$ cat config.mk
export PLATFORM = sky130hd
export DESIGN_NAME = tlca_dly
export DESIGN_NICKNAME = d
export VERILOG_FILES = /design/src/design/tlca_dly.sv
export SDC_FILE = /design/constraint.sdc
export NUM_CORES = 1
export LEC_CHECK = 0
export ABC_CLOCK_PERIOD_IN_PS = 800
export BUFFER_PORTS_ARGS = -buffer_cell sky130_fd_sc_hd__buf_4
export CAP_MARGIN = 10
export CORE_MARGIN = 1
export CORE_UTILIZATION = 41
export DETAILED_ROUTE_END_ITERATION = 10
export PLACE_DENSITY_LB_ADDON = 0.3
export SETUP_SLACK_MARGIN = 0.2
export SLEW_MARGIN = 15
export SYNTH_ARGS = -nofsm -noshare
export SYNTH_HDL_FRONTEND = slang
export SYNTH_SLANG_ARGS = --single-unit
$ cat constraint.sdc
create_clock -name clk -period 0.8 [get_ports clk]
set_input_delay 0.24 -clock clk [delete_from_list [all_inputs] [get_ports clk]]
set_output_delay 0.24 -clock clk [all_outputs]
set_load 0.1 [all_outputs]
$ cat src/design/tlca_dly.sv
// ----------------------------------------------------------------------------
// tlca_dly : enabled delay line
// Carries side data alongside the datapath, one register per stage.
// ----------------------------------------------------------------------------
module tlca_dly #(
  parameter int W = 8,
  parameter int N = 2
) (
  input  logic         clk,
  input  logic         en,
  input  logic [W-1:0] d,
  output logic [W-1:0] q
);
  logic [W-1:0] tap_r [N];

  always_ff @(posedge clk) begin
    if (en) begin
      tap_r[0] <= d;
      for (int k = 1; k < N; k++) tap_r[k] <= tap_r[k-1];
    end
  end

  assign q = tap_r[N-1];

endmodule

* Word-level counts from Yosys, hierarchy flattened
Memory sizes are Yosys's and may differ from the RTL's. Cells that the tools add are included.
Operators by class: muxes and demuxes 2
Operator list (count):
- $mux 1 | 2
Word-level totals: bits in registers 0, bits in writable memories 16, memories 1
Memory list:
- tap_r | words 2, width 8, read ports 2, clocked after memory_dff 0, wr ports 2, line 14 | logic [W-1:0] tap_r [N];

* Depth between registers and ports, before layout
depth after elaboration 2, gate-level depth with buffers 1, depth with buffers taken out 0

* Worst setup path before layout
OpenSTA, ideal clock, no wires.
kind register to output, start memory tap_r[1][0] (netlist: tap_r[0][8]), end output q[0], data arrival time 575 ps, slack -15 ps, cell stages (with the launch flop) 2, path through edfxtp_1 > buf_4
RTL lines:
- from (decl) | line 14
- to (decl) | line 12 | output logic [W-1:0] q

==> results.toml <==
[drt]
dr_total_vias = 219
drc = 0
ant_nets = 0
finalWirelength_um = 488
drt_iter0_markers = 0
wl_per_cell_um = 9.569
viasPerCell = 4.294
drt_pass1_iterations = 1

[timing]
layout_setup_ws_ns = -0.3000
fin_crit_sh_pct = 137.5
worst_pin_slew_ns = 0.2022
post-route-min-period_ns = 1.100
fin_worst_skew_ns = 0.0003810
hold_viol = 0
slew_violations = 0
finalSetupViolCount = 8
rsz0062_at_grt = "yes"
max_freq_mhz = 909.1
tns_ns = -2.325
slew_headroom_pct = 86.55

[setup_path]
startpoint_type = "flop"
crit_fanout = 1
rr_startpoint = "tap_r[0][7]$_DFFE_PP_"
cp_top_family = "flip-flops"
end_kind = "primary output"
cpPeakStageDelay_ns = 0.39
crit_chain = "buf_6"
cp.arrival_ns = 0.86
worst-path-buf-inv = 1
slowest_stage = "edfxtp_1"
critPathKind = "flop to primary output"
r2r_cells = 0
worstPathRequired_ns = 0.56
rrSetupSlack_ns = 0.18
reg2reg_to = "tap_r[0][15]$_DFFE_PP_"

[cells_and_area]
final_cell_mix = "16 x edfxtp_1, 9 x buf_4, 8 x buf_6, 3 x clkbuf_4, 1 x clkinv_1"
drive_gt1_share_pct = 54.05
reg_top3 = "tap_r: 16 flops"
regArea_um2 = 480.5
nets = 48
area_growth_pct = 26.16
largest_reg_flops = 16
final_common_cell = "edfxtp_1"
stdcell_area_um2 = 681.9
nFillCells = 95
multi_input_area_um2 = 0
regMostFlops = "tap_r"
diodes = 0
multi_input_gates = 0

[global_routing]
track_usage_pct = 8.025
antenna_found_initial = 0
grt_pass1_vias = 206
grt_max_degree = 17
grt_first_pass_wirelength_um = 731
gr-total-overflow = 0

[power]
peakVddDrop_uv = 1216
p_leak_nw = 0.2636
power_mw = 1.701
powerDensity_nw_per_um2 = 2494

[cts]
cts_tree = "done"
cts_hold_buf = 0
clockBufferDepth = 2
post_cts_buffers = 0
clk_pin_slew_worst_paths_ns = 0.08
cts_made_buffers = 3
htree_levels = 1
cts_sinks = 16
clock_latency_ns = 0.27
cts-root-buf = "clkbuf_4"

[run_status]
violations = "negative setup slack"
status = "finished with violations"

[hold_path]
holdCritPathClass = "primary input to flop"
hold_end = "tap_r[0][2]$_DFFE_PP_"
hp-start = "d[2]"
holdPathStages = 1

[run]
drv_cap = 0

[logic_synthesis]
synth_area_um2 = 540.5
synth_nets = 34
synth_cells = 24
yosysWarnings = 0
ys_top_cells_by_area = "edfxtp_1 89%, buf_4 11%"
yosys.area.top_type = "edfxtp_1"
ys_ff_latch = 16
ys_types = 2
synth_top_cell_area_share_pct = 88.89
ys_seq_area_share_pct = 88.89
syn_avg_cell_area_um2 = 22.52

[floorplanning]
dieArea_um2 = 1468
rows = 12
die_w_um = 38.31
io_pins = 18
die_h_um = 38.31
initial_core_util_pct = 46.15
coreArea_um2 = 1171

[place]
place_area_um2 = 625.6
io_buffers = 17
gp_congestion = 0.5829
-- cells by family after synthesis --
kind of cell / synth area share [%]
buf+inv: 11.11
flops: 88.89
-- report_power, final --
part | leakage [nW] | switching (mW) | internal [mW]
sequential | 0.157 | 0.0190 | 0.993
clock | 0.0154 | 0.209 | 0.180
combinational | 0.0916 | 0.222 | 0.0771
total | 0.264 | 0.450 | 1.25
-- through the flow --
step | hold slack, ns | instances | util, % | setup WS (ns)
2_1_floorplan | 0.3389 | 24 | - | 0.01327
4_1_cts | 0.1325 | 51 | 58.23 | -0.3182
3_3_place_gp | 0.4004 | 47 | 53.42 | -0.02562
6_report | 0.1433 | 51 | 58.23 | -0.3000
3_5_place_dp | 0.4063 | 47 | 53.42 | -0.03978
5_1_grt | 0.1249 | 51 | 58.23 | -0.3442
-- cell usage after synthesis --
library cell,n
edfxtp_1,16
buf_4,8
-- worst max-delay path by stage --
stage | start | end | slack (ns) | cells after the start
after detailed placement | tap_r[0][15]$_DFFE_PP_ | q[7] | -0.04 | 1
after global routing | tap_r[0][15]$_DFFE_PP_ | q[7] | -0.34 | 1
after floorplan | tap_r[0][8]$_DFFE_PP_ | q[0] | 0.01 | 1
after global placement | tap_r[0][14]$_DFFE_PP_ | q[6] | -0.03 | 1
after CTS | tap_r[0][15]$_DFFE_PP_ | q[7] | -0.32 | 1
final | tap_r[0][15]$_DFFE_PP_ | q[7] | -0.30 | 1
-- area by class of cell --
class                   count  area share [%]
flip-flops and latches     16           70.46
well taps                  14           2.569
clock buffers               3           3.303
clock inverters             1          0.5505
repair buffers             17           23.12
-- routing by layer --
layer	GRT usage, %	wire (µm)
met1	7.347	173
met2	13.98	263
met3	1.744	51
met4	8.036	0
met5	0	0
-- repair_timing --
action                     4_1_cts  5_1_grt
hold endpoints to repair         0        0
setup endpoints to repair       16       16
gates resized for setup          8        0
No activity file was read; power rests on OpenSTA's default activity.
