## src/design/tlca_mul.sv

```systemverilog
// ----------------------------------------------------------------------------
// tlca_mul : two-stage signed multiplier
// Splits operand b into halves, registers both partial products, then sums.
// ----------------------------------------------------------------------------
module tlca_mul #(
  parameter int AW = 32,
  parameter int BW = 32
) (
  input  logic                 clk,
  input  logic                 en,
  input  logic signed [AW-1:0] a,
  input  logic signed [BW-1:0] b,
  output logic signed [AW+BW-1:0] p
);
  localparam int L   = BW / 2;
  localparam int HW  = BW - L;
  localparam int PRW = AW + BW;

  logic signed [AW+L:0]    pl_r, pl_nxt;
  logic signed [AW+HW-1:0] ph_r, ph_nxt;
  logic signed [PRW-1:0]   p_r, p_nxt;

  always_comb begin
    pl_nxt = (AW+L+1)'(a) * (AW+L+1)'($signed({1'b0, b[L-1:0]}));
    ph_nxt = (AW+HW)'(a) * (AW+HW)'($signed(b[BW-1:L]));
    p_nxt  = (PRW'(ph_r) <<< L) + PRW'(pl_r);
  end

  always_ff @(posedge clk) begin
    if (en) begin
      pl_r <= pl_nxt;
      ph_r <= ph_nxt;
      p_r  <= p_nxt;
    end
  end

  assign p = p_r;

endmodule

```

## config.mk

```make
export PLATFORM = sky130hd
export DESIGN_NAME = tlca_mul
export DESIGN_NICKNAME = d
export VERILOG_FILES = /design/src/design/tlca_mul.sv
export SDC_FILE = /design/constraint.sdc
export NUM_CORES = 2
export LEC_CHECK = 0
export BUFFER_PORTS_ARGS = -buffer_cell sky130_fd_sc_hd__clkbuf_2
export CAP_MARGIN = 0
export CORE_UTILIZATION = 34
export DETAILED_ROUTE_END_ITERATION = 12
export HOLD_SLACK_MARGIN = 0.03
export PLACE_DENSITY_LB_ADDON = 0.3
export SETUP_SLACK_MARGIN = 0.5
export SYNTH_ARGS = -nofsm -noshare
export SYNTH_HDL_FRONTEND = slang
export SYNTH_SLANG_ARGS = --single-unit
```

## constraint.sdc

```tcl
create_clock -name clk -period 12.65 [get_ports clk]
set_clock_uncertainty 0.1 [all_clocks]
set_input_delay 1.265 -clock clk [delete_from_list [all_inputs] [get_ports clk]]
set_output_delay 1.265 -clock clk [all_outputs]
set_load 0.005 [all_outputs]
```

# == Word-level counts from Yosys, hierarchy flattened ==
# Cells that the tools add are included.
# op_classes
n_addsub,1
multipliers,2
# op_table
operator,n
$add 64x49->64,1
$mul 32x17->49,1
$mul 32x16->48,1
# word_totals
reg_bits,161
input_bits,66
out_inout_bits,64
wordCells,6

# == Longest topological paths before layout ==
# depth
depth_word,1
ltp_mapped,25
ltp_nobuf,24

# == Worst setup path before layout ==
# No wires, ideal clock.
# synth_path
path_kind,in2reg
startpoint,input port a[31]
endpoint,register pl_r[48] (data pin)
setup_ns,0.261
t_arrival_ns,6.798
required_ns,12.289
setup_slack_ns,5.490
stages,21
path_buffers,2
path_cell_list,clkbuf_1 -> nand2_1 -> fa_1 -> inv_1 -> fa_1 -> inv_1 -> fa_1 -> fa_1 -> fa_1 -> fa_1 -> inv_1 -> ha_1 -> clkbuf_1 -> and3_1 -> and2_1 -> and3_1 -> a211oi_1 -> nand2_1 -> o21ai_0 -> o21ai_0 -> xnor2_1
# synth_between
elab_chain_len,1
# synth_lines
item,line,rtl
from (decl),11,"input logic signed [AW-1:0] a,"
$mul 32x17->49,24,"pl_nxt = (AW+L+1)'(a) * (AW+L+1)'($signed({1'b0, b[L-1:0]}));"
named net pl_nxt[48],19,"logic signed [AW+L:0] pl_r, pl_nxt;"
to (signal assigned),31,pl_r <= pl_nxt;
to (decl),19,
# The timed path passes the listed nets, and every way through them passes these cells.
# A chain may end at the register's enable or synchronous reset.

# == Worst setup path in the final report ==
# layout_path
startpoint,input port a[17]
endpoint,register pl_r[48] (data pin)
# The elaborated chain is that of the path after synthesis.

==> metrics list <==
- Proportion of layout cells with a drive suffix above 1: 0.0425
- Classification of the worst setup path: primary input to flop
- Leaving out fill and tap cells, the most frequent cell in the layout is sky130_fd_sc_hd__inv_1.
- TritonCTS built the clock tree.
* Skew-Pair Late Insertion Delay: 530 ps
- Y dimension of the die: 358 µm
* Data required time of the worst path: 12800 ps
- The tightest min-delay check is of the flop to flop type.
- DRC violation total after the first TritonRoute iteration: 1865
* Vias in the first global route: 33900
- Register clock-pin slew on the reported worst setup and hold paths: 80 ps
- The synthesized design contains 161 enable-type register cells.
- Unrepaired setup endpoints after global routing: false
* Netlist cell types: 65
- Worst Min Path Start: pl_r[2]$_DFFE_PP_
- Die Footprint: 128000 µm²
- Largest net degree at the start of global routing: 67
* Resized cells post-CTS: 0
- Buffers inserted to repair hold after CTS numbered 0.
* Area growth, synth to finish: 6.12%
- Of all nets on the critical path, the largest fanout is 32.
* #FFs+latches synth: 161
* Nets: 5917
- Proportion of netlist area held by the largest area contributor: 0.452
* Share of the clock period used by the worst path: 0.660
* Number of top-level pins: 130
* Actual slew at the worst max-slew pin: 1120 ps
- Routed WL per cell: 18.0 µm
* Clk sinks: 161
- Drt drc: 0
- # H-tree levels: 4
* Detail Route Antenna Nets: 0
* Setup TNS: 0 ps
- Maximum operating frequency: 120 MHz
* GP Congestion: 0.865
- The routed layout has 30700 vias.
- STA classifies the critical path endpoint as a flop.
* Sequential area share after synthesis: 0.112
- A synthesized cell averages 9.29 µm².
- The worst register-to-register path begins at pl_r[31]$_DFFE_PP_.
- In this run the tightest slew margin relative to its limit is 0.257.
* Die W: 358 µm
* Synthesized net count: 5967
* Final setup vio count: 0
- The count of final hold-check violations is 0.
- CTS placed an instance of sky130_fd_sc_hd__clkbuf_16 at the clock tree root.
* Asr flop ratio synth: 0
- Commonest cells after routing, fill and taps aside: 1147 x sky130_fd_sc_hd__inv_1, 976 x sky130_fd_sc_hd__fa_1, 660 x sky130_fd_sc_hd__nand2_1
- Standard-cell row count: 130
* # port buffers: 129
* Kind of start point of the critical path: primary input
- The total overflow left after global routing is 0.
- Leading cell types by total area after synthesis: sky130_fd_sc_hd__fa_1 45%, sky130_fd_sc_hd__edfxtp_1 11%, sky130_fd_sc_hd__inv_1 10%
- The floorplan step defined a core boundary enclosing 126000 µm².
- For the worst setup path, the data arrival time is 8490 ps.
- Startpoint of the most critical setup path: a[17]
- Total count of max-transition violations in the final report: 0
* CTS Buf Count: 17
- For this run, the total global-route usage over all layers was measured as 0.187.
- # Max-Cap Violations: 0
* First-pass GRT wire length: 185000 µm
* Biggest area consumer among synthesized cells: sky130_fd_sc_hd__fa_1
- Buffer depth of the longest clock path: 2
- Synthesis produced 4647 cells.
- Detailed placement ended at an HPWL of 87600 µm.
- Wires add up to 112000 µm.
- Number of buffers added for setup after CTS: 0
- Main flop type after synthesis: sky130_fd_sc_hd__edfxtp_1
- The clock period could shrink to 8340 ps.
- The flow ran to the end, and the final reports show no timing, DRC or antenna violations.
- Post-synthesis cell area: 43200 µm²
- Initial cell density of the core: 0.343
* Number of antenna violations at the first check in global routing: 2
* Via density: 4.90
- The Yosys step of the flow raised 0 warnings.
- For this run, the detailed router's first-pass iteration total came to 5.
-- critical path, cell delays in order --
cell,delay (ps)
sky130_fd_sc_hd__clkbuf_2,790
sky130_fd_sc_hd__nand2_1,230
sky130_fd_sc_hd__fa_1,590
sky130_fd_sc_hd__inv_1,50
sky130_fd_sc_hd__fa_1,550
sky130_fd_sc_hd__fa_1,440
sky130_fd_sc_hd__fa_1,430
sky130_fd_sc_hd__fa_1,510
sky130_fd_sc_hd__inv_1,50
sky130_fd_sc_hd__fa_1,470
sky130_fd_sc_hd__inv_1,40
sky130_fd_sc_hd__ha_1,350
sky130_fd_sc_hd__a21o_1,240
sky130_fd_sc_hd__a21o_1,180
sky130_fd_sc_hd__a211o_1,320
sky130_fd_sc_hd__nor2_1,320
sky130_fd_sc_hd__o211ai_1,380
sky130_fd_sc_hd__and3_1,360
sky130_fd_sc_hd__a31oi_1,500
sky130_fd_sc_hd__o21ai_0,210
sky130_fd_sc_hd__xnor2_1,170
-- flip-flops by register name (all words and copies together), names as in the netlist --
signal,cells
p,64
ph_r,48
pl_r,49
-- Yosys cell counts (all sizes together), types with 21 or more instances --
library cell	n
inv	1148
o21ai	74
clkbuf	212
nand2	660
edfxtp	161
nand3	29
o21bai	22
a211oi	21
xnor2	103
a21oi	144
o21a	21
ha	278
xor2	37
fa	976
nor2	82
a21o	61
and2	414
-- area by class of cell --
cell class | count | area (µm²)
diodes | 1 | 2.50
clock buffers | 17 | 425
clock inverters | 15 | 166
fillers | 12900 | 79900
inverters | 1148 | 4310
multi-input cells | 3120 | 33200
flip-flops and latches | 161 | 4830
well taps | 1650 | 2060
repair buffers | 149 | 802
-- cell families (layout without fill, tap and decap cells) --
logic type / count (synthesis) / count (layout) / share of synthesized area
xor+xnor: 140 / 140 / 0.0284
compound gates: 428 / 428 / 0.0634
simple gates: 1297 / 1297 / 0.144
fa+ha+maj: 1254 / 1254 / 0.533
mux: 1 / 1 / 0.000232
other cells: 0 / 1 / 0
buf+inv: 1366 / 1329 / 0.119
flops: 161 / 161 / 0.112
-- stage by stage --
step	hold WS [ps]	instances	instance area, µm²	util	setup slack [ps]
after global routing	331	6260	45800	0.364	3990
after global placement	303	6228	45200	0.360	3920
after floorplan	300	4647	43200	-	5490
final	325	6261	45800	0.364	4310
after CTS	326	6260	45800	0.364	4440
after detailed placement	308	6228	45200	0.360	3890
-- per-layer routing --
| metal | share of wire | global-route usage | vias to the layer above |
|---|---|---|---|
| met5 | 0.00014 | 0 | - |
| met4 | 0.035 | 0.0690 | 2 |
| met3 | 0.051 | 0.0228 | 142 |
| met2 | 0.50 | 0.324 | 773 |
| met1 | 0.42 | 0.238 | 16100 |
| li1 | - | - | 13700 |
-- final timing paths --
path / to / slack (ps) / cells after the start
max: pl_r[48]$_DFFE_PP_ / 4310 / 21
min: p[2]$_DFFE_PP_ / 320 / 0
max reg2reg: p[61]$_DFFE_PP_ / 8530 / 10
min reg2reg: p[2]$_DFFE_PP_ / 320 / 0
Power is not shown: default switching activity piles up to over one toggle a cycle in this logic, so the estimate is an artifact.
