$ cat src/design/tlca_pkg.sv
// ----------------------------------------------------------------------------
// tlca_pkg : shared definitions for the closest-approach vertex block
// Default widths, pipeline control bundle and a width helper.
// ----------------------------------------------------------------------------
package tlca_pkg;

  localparam int POS_WIDTH_DEF = 24;
  localparam int DIR_WIDTH_DEF = 16;
  localparam int FRAC_BITS_DEF = 16;

  // pipeline control, from the controller to the datapath
  typedef struct packed {
    logic en;       // advance every stage
    logic skid_ld;  // park the last stage in the skid register
    logic skid_v;   // skid register holds an item
    logic out_v;    // an item is offered on the result channel
  } ctl_t;

  function automatic int wmax(input int x, input int y);
    return (x > y) ? x : y;
  endfunction

endpackage

$ cat src/design/tlca_ctl.sv
// ----------------------------------------------------------------------------
// tlca_ctl : pipeline valid chain and output skid control
// Shifts valid bits with the data and parks one result when stalled.
// ----------------------------------------------------------------------------
module tlca_ctl #(
  parameter int NST = 8
) (
  input  logic            clk,
  input  logic            rst_n,
  input  logic            in_valid,
  input  logic            out_ready,
  output tlca_pkg::ctl_t  ctl
);
  import tlca_pkg::*;

  logic [NST-1:0] valid_r, valid_nxt;
  logic           skid_v_r, skid_v_nxt;
  logic           en;
  logic           skid_ld;

  // hold the whole pipe while the skid register is occupied
  assign en      = ~skid_v_r;
  assign skid_ld = en & valid_r[NST-1] & ~out_ready;

  always_comb begin
    valid_nxt  = en ? {valid_r[NST-2:0], in_valid} : valid_r;
    skid_v_nxt = skid_v_r;
    if (skid_v_r) begin
      if (out_ready) skid_v_nxt = 1'b0;
    end else if (skid_ld) begin
      skid_v_nxt = 1'b1;
    end
  end

  always_ff @(posedge clk) begin
    if (!rst_n) begin
      valid_r  <= '0;
      skid_v_r <= 1'b0;
    end else begin
      valid_r  <= valid_nxt;
      skid_v_r <= skid_v_nxt;
    end
  end

  assign ctl.en      = en;
  assign ctl.skid_ld = skid_ld;
  assign ctl.skid_v  = skid_v_r;
  assign ctl.out_v   = skid_v_r | valid_r[NST-1];

endmodule

$ cat config.mk
export PLATFORM = sky130hd
export DESIGN_NAME = tlca_ctl
export DESIGN_NICKNAME = d
export VERILOG_FILES = /design/src/design/tlca_pkg.sv /design/src/design/tlca_ctl.sv
export SDC_FILE = /design/constraint.sdc
export NUM_CORES = 1
export LEC_CHECK = 0
export BUFFER_PORTS_ARGS = -buffer_cell sky130_fd_sc_hd__buf_2
export CAP_MARGIN = 20
export CORE_AREA = 2 2 39 41
export CTS_CLUSTER_SIZE = 16
export DETAILED_ROUTE_END_ITERATION = 6
export DIE_AREA = 0 0 41 43
export PLACE_DENSITY = 0.48
export SKIP_CTS_REPAIR_TIMING = 1
export SYNTH_ARGS = -nofsm -noshare
export SYNTH_HDL_FRONTEND = slang
export SYNTH_SLANG_ARGS = --single-unit
$ cat constraint.sdc
create_clock -name clk -period 1.2 [get_ports clk]
set_input_delay 0 -clock clk [delete_from_list [all_inputs] [get_ports clk]]
set_output_delay 0 -clock clk [all_outputs]
set_load 0.02 [all_outputs]
* Yosys cells after proc, flatten, opt, wreduce, memory -nomap -nowiden *
Cells that the tools add are included.
W data, S select, Z words.

storage, ports and cells
  flip-flop bits (word level) = 9
  bits in latches = 0
  RAM bits = 0
  bits in read-only memories = 0
  bits of input ports = 4
  output and inout bits = 4
  word-level logic and storage cells = 10
  memories kept = 0

cells by class
  add/sub/neg operators = 0
  multipliers = 0
  divide/modulo/power cells = 0
  magnitude comparators = 0
  equality and inequality tests = 0
  shift-type cells = 0
  mux-type cells = 3
  bitwise logic cells = 5
  reduce and logical (&&, ||, !) cells = 0

operators with widths
  operator       count
  $mux W1        3
  $and A1 B1 Y1  2
  $not A1 Y1     2
  $or A1 B1 Y1   1

* Depth between registers and ports, before layout *
Gate-level depths: netlist of run 1.

  word-level depth = 5
  mapped depth = 3
  mapped depth without buffers = 2

* Least setup slack after synthesis of run 1 *
No wires, ideal clock.

  path kind = register -> register
  start point = register skid_v_r
  end point = register skid_v_r
  library setup time = 0.115 ns
  arrival = 0.797 ns
  required time = 1.085 ns
  slack = 0.287 ns
  cell stages (with the launch flop) = 3
  buffers on the path = 0
  period minus slack after synthesis = 0.913 ns
  cells stage by stage = dfxtp_1 > or2_1 > and3b_1

between the ends
  cells in the longest elaborated chain, start to end = 5

RTL lines
  element                      line            text
  start, declared              tlca_ctl.sv:17  logic skid_v_r, skid_v_nxt;
  start signal, assigned       tlca_ctl.sv:41  skid_v_r <= skid_v_nxt;
  $not A1 Y1                   tlca_ctl.sv:22  assign en = ~skid_v_r;
  $and A1 B1 Y1 (2 in series)  tlca_ctl.sv:23  assign skid_ld = en & valid_r[NST-1] & ~out_ready;
  $mux W1                      tlca_ctl.sv:30  end else if (skid_ld) begin
  $mux W1 *                    tlca_ctl.sv:28  if (skid_v_r) begin

Mark *: on every way between the ends. The rest lies on a longest branch, timed or not.
A chain may end at the register's enable or synchronous reset.

==> metrics.txt, run 1 <==
static leakage about 0.15 nW; largest net degree at the start of global routing 13; Worst Setup Slack, final 0.1132 ns; GPL Wtd Cong 0.6281; # H-tree levels 1; Cells after Synth 33; die width approximately 41 um; dpl hpwl around 400 um; CORE AREA around 1400 um2; Crit. End Element primary output; fraction of the cycle the final worst path needs about nine tenths; Period minus WS final ~1.1 ns; first-pass GRT wire length ~830 um; Iter 0 DRT Violations 0; Post-Syn Nets 37; n_diodes 0; WP data arrival about 1.1 ns; Vias between 200 and 250; drt pass-1 iters 1; DRC 0; vias in the first global route 201; Synth-to-Final Area Change 13.18%; Worst Skew roughly 0.0038 ns; FF+latch count, synth 9; max_cap viols 0; clk buf depth 2; Placed Instance Area 391.6 um2; die area around 1800 um2; final number of hold-violating endpoints 0; later-pin clock latency in the skew report 0.26 ns; CP peak stage delay around 0.4 ns; fraction of layout cells with a size suffix above 1 30.00%; Avg Cell Area, Syn 11.22 um2; Buf/Inv on CP 1; Seq/Total Area, Yosys roughly half; Final ANT Viol Nets 0; drt total wl 529 um; Root Buffer clkbuf_4; nets 45; peak supply drop 0.4687 mV; CP max FO 12; final instance area 419.2 um2; worst hold path type in -> reg; Starting Density a little over a quarter; slew margin rel. around four fifths; vias per cell around 4.0; die extent in y approximately 43 um; WL/cell between 9 and 10 um; PD cells around 1300 nW/um2; status completed; port bufs 7; Min Hold Slack approximately 0.00064 ns; Place WS approximately 0.11 ns; Ports 8; FMAX roughly 0.92 GHz; final number of setup-violating endpoints 0; CTS Buf Count 3; Overflow after GRT 0; Sink Count 9; cell at the slowest stage of the critical path dfxtp_2; Crit path required time 1.20 ns; row count 14; Max Transition Viols Final 0; initial antenna violation count 0; area of the mapped netlist ~370 um2; cells along the critical path or2_1, buf_2; Worst-path clk slew 0.06 ns; synthesis warning total 0; CTS tree done; critical path type reg -> out; All-Layer GR Usage about 8.1%; Synth cell types 9; cell family contributing the most delay on the critical path flip-flops; unrepaired setup endpoints after global routing false; Worst setup SP type flip-flop; Slew @ Worst Pin 0.2925 ns
[per-stage QoR]
step,cells,power [W],util (%),TNS [ns]
final,56,0.0005552,30.29,0
after global routing,56,0.0005838,30.29,0
after CTS,56,0.0005776,30.20,-0.1821
after detailed placement,52,0.0003321,28.30,0
after global placement,52,0.0003311,28.30,0
after floorplan,33,0.0003231,-,0
[sequential cells by signal (all words and copies together) (netlist names)]
name	count
valid_r	8
skid_v_r	1
[cells by family (layout without fill, tap and decap cells)]
logic type	Yosys count	after routing	synth area share, %
simple gates	11	11	19.60
flops	9	9	48.65
mux	8	8	21.62
buf+inv	5	12	10.13
[cells in the mapped netlist]
cell	instances	area [um2]
dfxtp_1	9	180.2
or2_1	1	6.260
mux2i_1	8	80.08
buf_4	3	22.52
and3b_1	1	8.760
nor3b_1	1	7.510
buf_6	1	11.26
nor2b_1	8	50.05
inv_2	1	3.750
[cell type report]
cell class / instances / area (um2)
Timing Repair Buffer: 7 / 35.03
Tap cell: 16 / 20.02
Inverter: 1 / 3.754
Sequential cell: 9 / 181.4
Multi-Input combinational cell: 19 / 152.6
Fill cell: 152 / 964.7
Clock buffer: 4 / 26.28
[worst paths after layout]
path	start	to	slack [ns]	cells after the start
max	skid_v_r	ctl[0]	0.11	2
min	in_valid	valid_r[0]	0.0006	3
max reg2reg	skid_v_r	skid_v_r	0.27	2
min reg2reg	valid_r[3]	valid_r[4]	0.51	2
[power breakdown]
group          switching (W)  internal [W]
Sequential        0.00000286      0.000304
Combinational     0.00000693     0.0000110
Clock               0.000102      0.000128
Total               0.000112      0.000443
[layout by cell type, fill, tap and decap left out, drive strengths merged]
cell and count:
inv 1, buf 7, or2 1, and3b 1
mux2i 8, nor3b 1, dfxtp 9, nor2b 8
clkbuf 4
[routing by layer]
| metal | global-route usage [%] | vias up | part of all wire, % |
|---|---|---|---|
| met1 | 7.468 | 103 | 43 |
| li1 | - | 118 | - |
| met5 | 0 | - | 0 |
| met3 | 6.283 | 0 | 5.1 |
| met2 | 10.31 | 4 | 51 |
| met4 | 8.000 | 0 | 0 |
[tightest hold or removal path, delay by kind of cell]
kind	cells	cell delay [ns]
and+or+nand+nor	1	0.10
buffers and inverters	1	0.07
muxes	1	0.05
Power figures use the tool's default switching activity.
==> run 2, diff against run 1 <==
PLACE_DENSITY = 0.47   (was 0.48)
==> metrics.txt, run 2 (synthesis gave the netlist of run 1 again) <==
die width 41 um (unchanged); Sink Count 9 (unchanged); Regs by FF count valid_r (8), skid_v_r (1); worst hold path type in -> reg; CTS Buf Count 3 (unchanged); most frequent cells in the layout mux2i_1 (8), nor2b_1 (8), dfxtp_1 (8), buf_2 (7), clkbuf_4 (3); # H-tree levels 1 (unchanged); status completed; Period minus WS final 1.091 ns (+0.004296 ns); die area 1763 um2 (unchanged); unrepaired setup endpoints after global routing false; Final ANT Viol Nets 0 (unchanged); Worst setup SP type flip-flop; Most flops, register valid_r; fraction of layout cells with a size suffix above 1 30.00% (unchanged); fin cells 56 (unchanged); n_diodes 0 (unchanged); Crit path required time 1.20 ns (about the same); slew margin rel. 80.16% (-0.34 points); Synth-to-Final Area Change 13.18% (unchanged); PD cells 1331 nW/um2 (+0.49%); DRC 0 (unchanged); static leakage 0.1546 nW (unchanged); port bufs 7 (unchanged); final number of setup-violating endpoints 0 (unchanged); total chip power 0.0005579 W (+0.49%); vias per cell 4.036 (+0.44%); FMAX 0.9165 GHz (-0.39%); Starting Density 26.76% (unchanged); largest net degree at the start of global routing 13 (unchanged); drt pass-1 iters 1 (unchanged); CORE AREA 1384 um2 (unchanged); Worst Setup Slack, final 0.1089 ns (-0.004296 ns); critical path type reg -> out; row count 14 (unchanged); Place WS 0.09273 ns (-0.01481 ns); dpl cells 52 (unchanged); final instance area 419.2 um2 (unchanged); vias in the first global route 185 (-8.0%); CTS tree done; cell family contributing the most delay on the critical path flip-flops; die extent in y 43 um (unchanged); Slew @ Worst Pin 0.2976 ns (+0.005085 ns); cell at the slowest stage of the critical path dfxtp_2; Placed Instance Area 391.6 um2 (unchanged); CP max FO 12 (unchanged); nets 45 (unchanged); Root Buffer clkbuf_4; total negative slack 0 ns (unchanged); Fill cells 146 (-3.9%); peak supply drop 0.4552 mV (-2.9%); first-pass GRT wire length 752 um (-9.2%); Buf/Inv on CP 1 (unchanged); GPL Wtd Cong 0.6451 (+2.7%); Worst Skew 0.001616 ns (-0.002202 ns); cells along the critical path or2_1, buf_2; later-pin clock latency in the skew report 0.26 ns (about the same); Overflow after GRT 0 (unchanged); WP data arrival 1.09 ns (about the same); Ports 8 (unchanged); drt total wl 514 um (-2.8%); max_cap viols 0 (unchanged); CP peak stage delay 0.41 ns (about the same); Iter 0 DRT Violations 0 (unchanged); max FFs per register 8 (unchanged); Crit. End Element primary output; initial antenna violation count 0 (unchanged); Worst-path clk slew 0.06 ns (about the same); WL/cell 9.179 um (-2.8%); All-Layer GR Usage 7.042% (-1.0 points); Max Transition Viols Final 0 (unchanged); clk buf depth 2 (unchanged); Vias 226 (+0.44%); final number of hold-violating endpoints 0 (unchanged); fraction of the cycle the final worst path needs 90.92% (+0.36 points)
[run 2: cell counts in the layout (fill, tap and decap cells not counted)]
No cell type changed its count.
[run 2: metrics by stage]
| step | utilization, % | hold slack, ns |
|---|---|---|
| detailed placement | 28.30 | 0.2694 |
| CTS | 30.20 | 0.02054 |
| global placement | 28.30 | 0.2559 |
| global route | 30.29 | 0.01753 |
| floorplan | - | 0.1282 |
| finish | 30.29 | 0.01308 |
[run 2: layer usage]
metal | routed length (um) | part of all wire [%] | up-vias | track usage (%)
met2 | 187 | 36 | 9 | 7.187
met3 | 35 | 6.8 | 0 | 4.712
met5 | 0 | 0 | - | 0
li1 | - | - | 118 | -
met1 | 291 | 57 | 99 | 8.414
met4 | 0 | 0 | 0 | 8.000
[run 2: cell type report]
type | count | area, um2 | share of cell area [%]
Multi-Input combinational cell | 19 | 152.6 | 36.42
Timing Repair Buffer | 7 | 35.03 | 8.358
Clock buffer | 4 | 26.28 | 6.269
Inverter | 1 | 3.754 | 0.8955
Tap cell | 16 | 20.02 | 4.776
Sequential cell | 9 | 181.4 | 43.28
[run 2: final timing paths]
check / depth (start not counted) / slack, ns / start / endpoint
setup / recovery: 2 / 0.11 / skid_v_r / ctl[0]
hold / removal: 3 / 0.01 / in_valid / valid_r[0]
setup reg to reg: 2 / 0.26 / skid_v_r / skid_v_r
hold reg to reg: 2 / 0.52 / valid_r[3] / valid_r[4]
[run 2: worst register-to-register path: stages, from the launching register on]
cell     delay (ns)
dfxtp_2        0.41
or2_1          0.27
and3b_1        0.16
[run 2: where the power goes]
| part | internal (W) | switching [W] | total [W] |
|---|---|---|---|
| sequential | 0.000304 | 0.00000268 | 0.000307 |
| combinational | 0.0000111 | 0.00000820 | 0.0000193 |
| clock | 0.000128 | 0.000104 | 0.000232 |
==> run 3, diff against run 2 <==
PLACE_DENSITY = 0.51   (was 0.47)
==> metrics.txt, run 3 (synthesis gave the netlist of run 1 again) <==
status completed; final number of hold-violating endpoints 0 (unchanged); n_diodes 0 (unchanged); first-pass GRT wire length 938 um (+25%); cell family contributing the most delay on the critical path flip-flops; Worst Skew 0.006894 ns (+0.005278 ns); CP Capture Point ctl[0]; clk buf depth 2 (unchanged); Worst R2R Path Depth 2 (unchanged); Slew @ Worst Pin 0.3010 ns (+0.003352 ns); Synth-to-Final Area Change 13.18% (unchanged); Iter 0 DRT Violations 3 (+3); Crit path required time 1.20 ns (about the same); die area 1763 um2 (unchanged); drt total wl 534 um (+3.9%); Buf/Inv on CP 1 (unchanged); most frequent cells in the layout mux2i_1 (8), nor2b_1 (8), dfxtp_1 (8), buf_2 (7), clkbuf_4 (3); largest net degree at the start of global routing 13 (unchanged); CTS tree done; Overflow after GRT 0 (unchanged); WL/cell 9.536 um (+3.9%); # H-tree levels 1 (unchanged); Sink Count 9 (unchanged); row count 14 (unchanged); Max Transition Viols Final 0 (unchanged); worst hold path type in -> reg; fraction of the cycle the final worst path needs 90.99% (about the same); met1 GRT Util 8.882% (+0.47 points); initial antenna violation count 0 (unchanged); critical path type reg -> out; vias per cell 4.054 (+0.44%); cell at the slowest stage of the critical path dfxtp_2; Period minus WS final 1.092 ns (+0.0007340 ns); Worst Setup Slack, final 0.1082 ns (-0.0007340 ns); cells along the critical path or2_1, buf_2; peak supply drop 0.6091 mV (+34%); Regs by FF count valid_r (8), skid_v_r (1); total negative slack 0 ns (unchanged); slew margin rel. 79.93% (-0.22 points); port bufs 7 (unchanged); max FFs per register 8 (unchanged); FMAX 0.9159 GHz (about the same); Root Buffer clkbuf_4; fraction of layout cells with a size suffix above 1 30.00% (unchanged); Worst-path clk slew 0.06 ns (about the same); Final ANT Viol Nets 0 (unchanged); Ports 8 (unchanged); later-pin clock latency in the skew report 0.26 ns (about the same); static leakage 0.1546 nW (unchanged); max_cap viols 0 (unchanged); drt pass-1 iters 2 (+1); met2 Track Usage GR 11.56% (+4.4 points); CP max FO 12 (unchanged); Fill cells 149 (+2.1%); CP Launch Point skid_v_r; die extent in y 43 um (unchanged); Most flops, register valid_r; CTS Buf Count 3 (unchanged); Worst setup SP type flip-flop; met3 GRT Util 4.712% (unchanged); GRT busiest layer met2; GPL Wtd Cong 0.5636 (-13%); flop2flop setup slack 0.25 ns (about the same); Place WS 0.09675 ns (+0.004021 ns); Starting Density 26.76% (unchanged); DRC 0 (unchanged); Vias 227 (+0.44%); WP depth 2 (unchanged); final number of setup-violating endpoints 0 (unchanged); All-Layer GR Usage 8.291% (+1.2 points); Crit. End Element primary output; vias in the first global route 247 (+34%); CP peak stage delay 0.41 ns (about the same); die width 41 um (unchanged); CORE AREA 1384 um2 (unchanged); WP data arrival 1.09 ns (about the same); unrepaired setup endpoints after global routing false; RR Startpoint skid_v_r; nets 45 (unchanged); PD cells 1315 nW/um2 (-1.2%); reg-to-reg endpoint skid_v_r
## run 3: cell counts in the layout (fill, tap and decap cells not counted)
Identical to the previous run, type by type.
## run 3: how the worst min path moves through the flow
stage | start | to | slack (ns) | depth (start not counted)
finish | in_valid | valid_r[0] | 0.009 | 3
global route | out_ready | skid_v_r | 0.04 | 2
detailed placement | out_ready | ctl[2] | 0.27 | 3
global placement | in_valid | valid_r[0] | 0.27 | 3
floorplan | rst_n | valid_r[0] | 0.13 | 1
CTS | in_valid | valid_r[0] | 0.01 | 3
## run 3: through the flow
stage | hold slack, ns | total power (W) | std cells | area, um2 | utilization [%]
after detailed placement | 0.2744 | 0.0003326 | 52 | 391.6 | 28.30
after CTS | 0.01312 | 0.0005597 | 56 | 417.9 | 30.20
after global routing | 0.04418 | 0.0005733 | 56 | 419.2 | 30.29
after floorplan | 0.1282 | 0.0003231 | 33 | 370.4 | -
final | 0.009311 | 0.0005513 | 56 | 419.2 | 30.29
after global placement | 0.2661 | 0.0003310 | 52 | 391.6 | 28.30
## run 3: area by class of cell
class,instances,area (um2),share of cell area (%)
sequential,9,181.4,43.28
multi-input combinational,19,152.6,36.42
timing repair buffer,7,35.03,8.358
clock buffer,4,26.28,6.269
tap,16,20.02,4.776
inverter,1,3.754,0.8955
## run 3: routing by layer
layer / up-vias / wire (um)
met5: - / 0
met4: 0 / 0
met3: 0 / 34
met2: 5 / 272
met1: 102 / 226
li1: 120 / -
## run 3: report_power, final
| group | leakage [nW] | internal (W) | switching, W |
|---|---|---|---|
| Sequential | 0.0736 | 0.000304 | 0.00000269 |
| Combinational | 0.0660 | 0.0000111 | 0.00000749 |
| Clock | 0.0150 | 0.000128 | 0.0000981 |
## run 3: tightest hold or removal path, stage by stage
cell     delay (ns)
buf_2          0.07
mux2i_1        0.06
nor2b_1        0.10
